--- config.mk ---
export PLATFORM = sky130hd
export DESIGN_NAME = utf8_extended_encoder
export DESIGN_NICKNAME = d
export VERILOG_FILES = /design/src/u8e_pkg.sv /design/src/u8e_front.sv /design/src/u8e_queue.sv /design/src/u8e_back.sv /design/src/utf8_extended_encoder.sv
export SDC_FILE = /design/constraint.sdc
export NUM_CORES = 1
export LEC_CHECK = 0
export BUFFER_PORTS_ARGS = -buffer_cell sky130_fd_sc_hd__buf_2
export CAP_MARGIN = 30
export CELL_PAD_IN_SITES_DETAIL_PLACEMENT = 1
export CELL_PAD_IN_SITES_GLOBAL_PLACEMENT = 1
export CORE_ASPECT_RATIO = 0.6
export CORE_MARGIN = 3
export CORE_UTILIZATION = 40
export DETAILED_ROUTE_END_ITERATION = 8
export PLACE_DENSITY_LB_ADDON = 0.1
export REMOVE_ABC_BUFFERS = 1
export SLEW_MARGIN = 10
export SYNTH_ARGS = -nofsm -noshare
export SYNTH_HDL_FRONTEND = slang
export SYNTH_SLANG_ARGS = --single-unit
--- constraint.sdc ---
create_clock -name aclk -period 5 [get_ports aclk]
set_input_delay 0.25 -clock aclk [delete_from_list [all_inputs] [get_ports aclk]]
set_output_delay 0.25 -clock aclk [all_outputs]
set_load 0.005 [all_outputs]
--- src/u8e_pkg.sv ---
// Shared types, constants and helpers for the extended UTF-8 encoder.
package u8e_pkg;

    // Upper bound of each length class (inclusive)
    localparam logic [31:0] LIMIT_1B = 32'h0000_007F;
    localparam logic [31:0] LIMIT_2B = 32'h0000_07FF;
    localparam logic [31:0] LIMIT_3B = 32'h0000_FFFF;
    localparam logic [31:0] LIMIT_4B = 32'h001F_FFFF;
    localparam logic [31:0] LIMIT_5B = 32'h03FF_FFFF;
    localparam logic [31:0] LIMIT_6B = 32'h7FFF_FFFF;

    // Lead markers by sequence length
    localparam logic [7:0] LEAD_2B = 8'hC0;
    localparam logic [7:0] LEAD_3B = 8'hE0;
    localparam logic [7:0] LEAD_4B = 8'hF0;
    localparam logic [7:0] LEAD_5B = 8'hF8;
    localparam logic [7:0] LEAD_6B = 8'hFC;
    localparam logic [7:0] LEAD_7B = 8'hFE;

    // Continuation byte framing
    localparam logic [7:0] CONT_MARK = 8'h80;
    localparam int unsigned CONT_BITS = 6;

    // Six continuation groups of six bits at most
    localparam int unsigned PAY_W = 36;
    localparam int unsigned CONT_CNT_W = 3;

    // One classified character between front and back
    typedef struct packed {
        logic [7:0]            lead;
        logic [PAY_W-1:0]      pay;
        logic [CONT_CNT_W-1:0] conts;
    } u8e_entry_t;

    // Lead marker for a given number of continuation bytes
    function automatic logic [7:0] lead_mark(input logic [CONT_CNT_W-1:0] conts);
        logic [7:0] mark;
        case (conts)
            3'd1:    mark = LEAD_2B;
            3'd2:    mark = LEAD_3B;
            3'd3:    mark = LEAD_4B;
            3'd4:    mark = LEAD_5B;
            3'd5:    mark = LEAD_6B;
            3'd6:    mark = LEAD_7B;
            default: mark = 8'h00;
        endcase
        return mark;
    endfunction

endpackage

--- src/u8e_front.sv ---
// Front end: takes a code point, picks its length class, builds the lead byte
// and left-aligns the continuation payload.
module u8e_front
    import u8e_pkg::*;
(
    input  logic        s_valid,
    output logic        s_ready,
    input  logic [31:0] s_code_point,
    output logic        push_valid,
    input  logic        push_ready,
    output u8e_entry_t  push_entry
);

    logic [CONT_CNT_W-1:0] conts;
    logic [7:0]            lead_bits;
    logic [PAY_W-1:0]      pay;

    // Length class by value range
    always_comb begin
        if (s_code_point <= LIMIT_1B) begin
            conts = 3'd0;
        end else if (s_code_point <= LIMIT_2B) begin
            conts = 3'd1;
        end else if (s_code_point <= LIMIT_3B) begin
            conts = 3'd2;
        end else if (s_code_point <= LIMIT_4B) begin
            conts = 3'd3;
        end else if (s_code_point <= LIMIT_5B) begin
            conts = 3'd4;
        end else if (s_code_point <= LIMIT_6B) begin
            conts = 3'd5;
        end else begin
            conts = 3'd6;
        end
    end

    // Bits above the continuation groups, and the groups themselves, MSB first
    always_comb begin
        case (conts)
            3'd0: begin
                lead_bits = s_code_point[7:0];
                pay       = '0;
            end
            3'd1: begin
                lead_bits = s_code_point[13:6];
                pay       = {s_code_point[5:0], 30'd0};
            end
            3'd2: begin
                lead_bits = s_code_point[19:12];
                pay       = {s_code_point[11:0], 24'd0};
            end
            3'd3: begin
                lead_bits = s_code_point[25:18];
                pay       = {s_code_point[17:0], 18'd0};
            end
            3'd4: begin
                lead_bits = s_code_point[31:24];
                pay       = {s_code_point[23:0], 12'd0};
            end
            3'd5: begin
                lead_bits = {6'd0, s_code_point[31:30]};
                pay       = {s_code_point[29:0], 6'd0};
            end
            default: begin
                lead_bits = 8'h00;
                pay       = {4'd0, s_code_point};
            end
        endcase
    end

    assign push_entry.lead  = lead_mark(conts) | lead_bits;
    assign push_entry.pay   = pay;
    assign push_entry.conts = conts;

    assign push_valid = s_valid;
    assign s_ready    = push_ready;

endmodule

--- src/u8e_queue.sv ---
// Two-entry queue that decouples classification from byte serialization.
module u8e_queue
    import u8e_pkg::*;
(
    input  logic       aclk,
    input  logic       aresetn,
    input  logic       in_valid,
    output logic       in_ready,
    input  u8e_entry_t in_entry,
    output logic       out_valid,
    input  logic       out_ready,
    output u8e_entry_t out_entry
);

    u8e_entry_t entry_reg [2];
    logic [1:0] count_reg, count_next;
    logic       wr_ptr_reg, wr_ptr_next;
    logic       rd_ptr_reg, rd_ptr_next;
    logic       push, pop;

    assign in_ready  = (count_reg != 2'd2);
    assign out_valid = (count_reg != 2'd0);
    assign out_entry = entry_reg[rd_ptr_reg];

    assign push = in_valid && in_ready;
    assign pop  = out_valid && out_ready;

    // Pointer and fill bookkeeping
    always_comb begin
        wr_ptr_next = push ? ~wr_ptr_reg : wr_ptr_reg;
        rd_ptr_next = pop ? ~rd_ptr_reg : rd_ptr_reg;
        count_next  = count_reg;
        if (push && !pop) begin
            count_next = count_reg + 2'd1;
        end else if (pop && !push) begin
            count_next = count_reg - 2'd1;
        end
    end

    always_ff @(posedge aclk) begin
        if (!aresetn) begin
            count_reg  <= 2'd0;
            wr_ptr_reg <= 1'b0;
            rd_ptr_reg <= 1'b0;
        end else begin
            count_reg  <= count_next;
            wr_ptr_reg <= wr_ptr_next;
            rd_ptr_reg <= rd_ptr_next;
        end
    end

    // Payload storage
    always_ff @(posedge aclk) begin
        if (push) begin
            entry_reg[wr_ptr_reg] <= in_entry;
        end
    end

endmodule

--- src/u8e_back.sv ---
// Back end: serializes one queued character into bytes through an output register.
module u8e_back
    import u8e_pkg::*;
(
    input  logic        aclk,
    input  logic        aresetn,
    input  logic        pop_valid,
    output logic        pop_ready,
    input  u8e_entry_t  pop_entry,
    output logic        m_valid,
    input  logic        m_ready,
    output logic [7:0]  m_byte_value,
    output logic        m_last_byte
);

    logic                  m_valid_reg, m_valid_next;
    logic [7:0]            byte_reg, byte_next;
    logic                  last_reg, last_next;
    logic [PAY_W-1:0]      pay_reg, pay_next;
    logic [CONT_CNT_W-1:0] rem_reg, rem_next;
    logic                  advance;

    // Output slot is free or its byte leaves this cycle
    assign advance   = !m_valid_reg || m_ready;
    assign pop_ready = advance && (rem_reg == '0);

    // Next byte: pending continuation first, else the next lead byte
    always_comb begin
        m_valid_next = m_valid_reg;
        byte_next    = byte_reg;
        last_next    = last_reg;
        pay_next     = pay_reg;
        rem_next     = rem_reg;
        if (advance) begin
            if (rem_reg != '0) begin
                m_valid_next = 1'b1;
                byte_next    = CONT_MARK | {2'b00, pay_reg[PAY_W-1 -: CONT_BITS]};
                last_next    = (rem_reg == 3'd1);
                pay_next     = pay_reg << CONT_BITS;
                rem_next     = rem_reg - 3'd1;
            end else if (pop_valid) begin
                m_valid_next = 1'b1;
                byte_next    = pop_entry.lead;
                last_next    = (pop_entry.conts == '0);
                pay_next     = pop_entry.pay;
                rem_next     = pop_entry.conts;
            end else begin
                m_valid_next = 1'b0;
            end
        end
    end

    always_ff @(posedge aclk) begin
        if (!aresetn) begin
            m_valid_reg <= 1'b0;
            rem_reg     <= '0;
        end else begin
            m_valid_reg <= m_valid_next;
            rem_reg     <= rem_next;
        end
    end

    always_ff @(posedge aclk) begin
        byte_reg <= byte_next;
        last_reg <= last_next;
        pay_reg  <= pay_next;
    end

    assign m_valid      = m_valid_reg;
    assign m_byte_value = byte_reg;
    assign m_last_byte  = last_reg;

endmodule

--- src/utf8_extended_encoder.sv ---
// Top level of the extended UTF-8 encoder.
//
// Input channel (s_valid/s_ready): one 32-bit code point per transfer.
// Output channel (m_valid/m_ready): one encoded byte per transfer, lead byte
// first, m_last_byte high on the final byte of each character.
// Sequence length is 1 to 7 bytes: up to 0x7F one byte, up to 0x7FFFFFFF the
// 2- to 6-byte forms, and values with bit 31 set the 7-byte form (lead 0xFE).
// When the block is empty, the lead byte is written into the queue at the input
// transfer and then into the output register, from which it drives m_*.
// Throughput: one byte per cycle while m_ready is high; a character has 1 to 7
// bytes, and the byte serializer in the back end sets this rate.
// A two-entry queue between classifier and serializer keeps s_ready high while
// it has a free entry, so a following code point is taken while the serializer works.
// Reset (aresetn low, synchronous) empties the queue and the output register.
// When the receiver holds m_ready low the current byte is held unchanged;
// the queue fills and then s_ready drops until bytes move again.
module utf8_extended_encoder
    import u8e_pkg::*;
(
    input  logic        aclk,
    input  logic        aresetn,
    input  logic        s_valid,
    output logic        s_ready,
    input  logic [31:0] s_code_point,
    output logic        m_valid,
    input  logic        m_ready,
    output logic [7:0]  m_byte_value,
    output logic        m_last_byte
);

    logic       push_valid, push_ready;
    u8e_entry_t push_entry;
    logic       pop_valid, pop_ready;
    u8e_entry_t pop_entry;

    // Classification
    u8e_front u_front (
        .s_valid      (s_valid),
        .s_ready      (s_ready),
        .s_code_point (s_code_point),
        .push_valid   (push_valid),
        .push_ready   (push_ready),
        .push_entry   (push_entry)
    );

    // Decoupling queue
    u8e_queue u_queue (
        .aclk      (aclk),
        .aresetn   (aresetn),
        .in_valid  (push_valid),
        .in_ready  (push_ready),
        .in_entry  (push_entry),
        .out_valid (pop_valid),
        .out_ready (pop_ready),
        .out_entry (pop_entry)
    );

    // Byte serialization
    u8e_back u_back (
        .aclk         (aclk),
        .aresetn      (aresetn),
        .pop_valid    (pop_valid),
        .pop_ready    (pop_ready),
        .pop_entry    (pop_entry),
        .m_valid      (m_valid),
        .m_ready      (m_ready),
        .m_byte_value (m_byte_value),
        .m_last_byte  (m_last_byte)
    );

endmodule
==> run summary <==
- type of the most critical hold path: in2reg
- clock sink total: 148
- sequential fraction of the synthesis area: 65.6%
- violation count after the first detailed-routing iteration: 440
- Final Instance Count excl. Fillers: 790
- delay of the slowest cell on the worst path: 630 ps
- Max Buffers Root-to-Sink: 2
- setup bufs post-CTS: 0
- Die Width: 172 um
- startpoint of the lowest-slack register-to-register path: u_back.rem_reg[0]
- max FFs per register: 94
- worst-path cell chain: inv_1 -> ha_1 -> nor2b_1 -> a21oi_4 -> buf_4
- startpoint type of the worst setup path: flop
- Max-cap violations: 0
- power density over the cells: 568 nW/um2
- Cell Rows: 35
- Placed Cells incl. Taps: 758
- data arrival at the endpoint of the critical path: 2550 ps
- most frequent standard cell in the layout excluding fill and tap cells: sky130_fd_sc_hd__edfxtp_1
- buffer cell driving the clock tree root: sky130_fd_sc_hd__clkbuf_16
- total negative slack: 0 ps
- RSZ-0062 raised after global routing: false
- WP data required: 5070 ps
- RePlAce Congestion: 0.929
- antenna violations before repair: 0
- maximum number of pins on one net before global-route repair: 80
- number of cells on the worst reg-to-reg path: 5
- antenna-violating nets left: 0
- critical path launch point: u_back.rem_reg[0]
- Post-CTS Hold Fix Bufs: 0
- number of detailed-route iterations in the first pass: 5
- YS warnings: 0
- register bit total from synthesis: 148
- Crit path depth: 5
- area added between synthesis and finish: 15.7%
- number of input and output port buffers inserted: 46
- Core Area: 15800 um2
- Post-Synthesis Cells: 528
- vias in the first global route: 4692
- Max Clock Freq: 402 MHz
- Die Ht: 106 um
- max-slew violations: 0
- period utilisation layout: 49.8%
- run status: finished, final reports clean
- Worst Path Buf+Inv: 2
- maximum level of the CTS H-tree: 4
- Overflow after GRT: 0
- count of different cell masters after synthesis: 51
- number of hold violations in the final report: 0
- clock network latency to the later pin of the worst-skew pair: 420 ps
- number of diodes added for antenna fixing: 0
- R2R setup slack: 2510 ps
- DP Wirelength: 11400 um
- family with the most delay on the worst path: compound AO/OA/AOI/OAI gates
- clk_skew: 14.0 ps
- clock buffers created by TritonCTS: 17
- RR Endpoint: u_back.pay_reg[8]
- type of destination of the critical path: flop
- most used cells in the layout excluding fill and tap cells: sky130_fd_sc_hd__edfxtp_1 (139), sky130_fd_sc_hd__nand2_1 (75), sky130_fd_sc_hd__o21ai_0 (60)
- detailed-route wire length: 17300 um
- layout cell share with drive strength beyond 1: 17.5%
- biggest fanout along the worst timing path: 29
- DRC errors left: 0
- post-synthesis instance area: 6640 um2
- leakage: 2.62 nW
- number of resized instances in the post-cts repair step: 0
- Initial Util: 42.1%
- ports placed on the boundary: 47
- mean instance size in the synthesized netlist: 12.6 um2
- All-Layer GR Usage: 19.5%
- Worst-Margin Slew: 900 ps
- shortest period the worst path allows: 2490 ps
- post-detailed-route wirelength per cell: 21.9 um
- capturing element of the worst setup path: u_back.pay_reg[8]
- per-cell via count in the routed design: 5.74
- critical path class: reg2reg
- TritonCTS clock tree: done
- die outline area: 18200 um2
- maximum vdd ir drop: 0.279 mV
- cell with the biggest individual delay on the critical path: sky130_fd_sc_hd__a21oi_4
- worst-case headroom to the max-slew limit: 39.9%
- layout net count: 614
- count of vias placed by the detailed router: 4533
- global-route wire length before repair: 26800 um
- final setup violation count: 0
- clock-pin slew reported for the worst setup and hold paths after clock tree synthesis: 70 ps
-- cells by family after synthesis --
kind of cell    synth area share, %
compound gates                 13.1
flops                          65.6
xor+xnor                      0.396
fa+ha+maj                     0.754
mux                            7.13
simple gates                   10.9
buf+inv                        2.11
-- metrics by stage --
| stage | power, W | area [um2] | hold WS (ps) | setup slack [ps] | util [%] |
|---|---|---|---|---|---|
| floorplan | 0.00276 | 6530 | 367 | 1230 | - |
| global placement | 0.00311 | 7100 | 503 | 2310 | 45.0 |
| detailed placement | 0.00317 | 7100 | 510 | 2180 | 45.0 |
| CTS | 0.00442 | 7680 | 142 | 2450 | 48.7 |
| global route | 0.00464 | 7680 | 147 | 2260 | 48.7 |
| finish | 0.00436 | 7680 | 155 | 2510 | 48.7 |
-- final cells by class --
type / instances / area (um2)
Multi-Input combinational cell: 345 / 2170
Tap cell: 203 / 254
Sequential cell: 148 / 4360
Clock inverter: 12 / 120
Clock buffer: 20 / 457
Timing Repair Buffer: 54 / 290
Inverter: 8 / 30.0
Fill cell: 1640 / 8090
-- cell usage after synthesis, drive strengths merged --
master / instances / area, um2
nand3: 6 / 30.0
nor4: 4 / 40.0
edfxtp: 139 / 4170
or3: 1 / 6.26
a22oi: 7 / 52.6
a21oi: 21 / 105
a21o: 2 / 16.3
and3: 2 / 12.5
ha: 4 / 50.1
o2bb2ai: 2 / 17.5
a2bb2oi: 6 / 52.6
o31a: 1 / 8.76
a221o: 4 / 40.0
o21ai: 60 / 300
clkbuf: 22 / 82.6
o211ai: 1 / 7.51
or4: 1 / 7.51
a221oi: 4 / 35.0
o21a: 1 / 7.51
nand4: 1 / 6.26
mux2i: 45 / 450
buf: 5 / 27.5
o221ai: 2 / 17.5
and2: 14 / 87.6
a222oi: 7 / 70.1
dfxtp: 9 / 180
a211o: 4 / 40.0
nand2: 75 / 282
nand2b: 4 / 32.5
a22o: 3 / 26.3
xnor2: 2 / 17.5
nor2: 38 / 150
a211oi: 1 / 7.51
mux2: 2 / 22.5
xor2: 1 / 8.76
a32oi: 1 / 8.76
a41oi: 1 / 8.76
a31oi: 4 / 25.0
nor3: 5 / 36.3
nor2b: 5 / 31.3
a21boi: 3 / 22.5
inv: 8 / 30.0
-- worst min path at each step --
stage | slack, ps | end | start | cells past startpoint
global placement | 500 | u_back.pay_reg[34] | u_back.pay_reg[28] | 2
detailed placement | 510 | u_back.pay_reg[28] | u_back.pay_reg[22] | 2
finish | 150 | u_queue.wr_ptr_reg | aresetn | 2
floorplan | 370 | u_queue.wr_ptr_reg | aresetn | 1
global route | 150 | u_queue.wr_ptr_reg | aresetn | 2
CTS | 140 | u_queue.wr_ptr_reg | aresetn | 2
-- power breakdown --
group | total (W) | internal (W) | switching, W
Clock | 0.00125 | 0.000720 | 0.000526
Sequential | 0.00198 | 0.00186 | 0.000116
Combinational | 0.00113 | 0.000367 | 0.000766
Total | 0.00436 | 0.00295 | 0.00141
-- metal layers --
metal / wire (um) / track usage [%] / part of all wire, % / vias up
met3: 988 / 4.87 / 5.7 / 14
met5: 0 / 0 / 0 / -
met2: 7510 / 28.3 / 43 / 143
met4: 150 / 5.01 / 0.87 / 0
li1: - / - / - / 2090
met1: 8620 / 29.3 / 50 / 2286
Note: power is estimated with default switching activity, not from simulation.
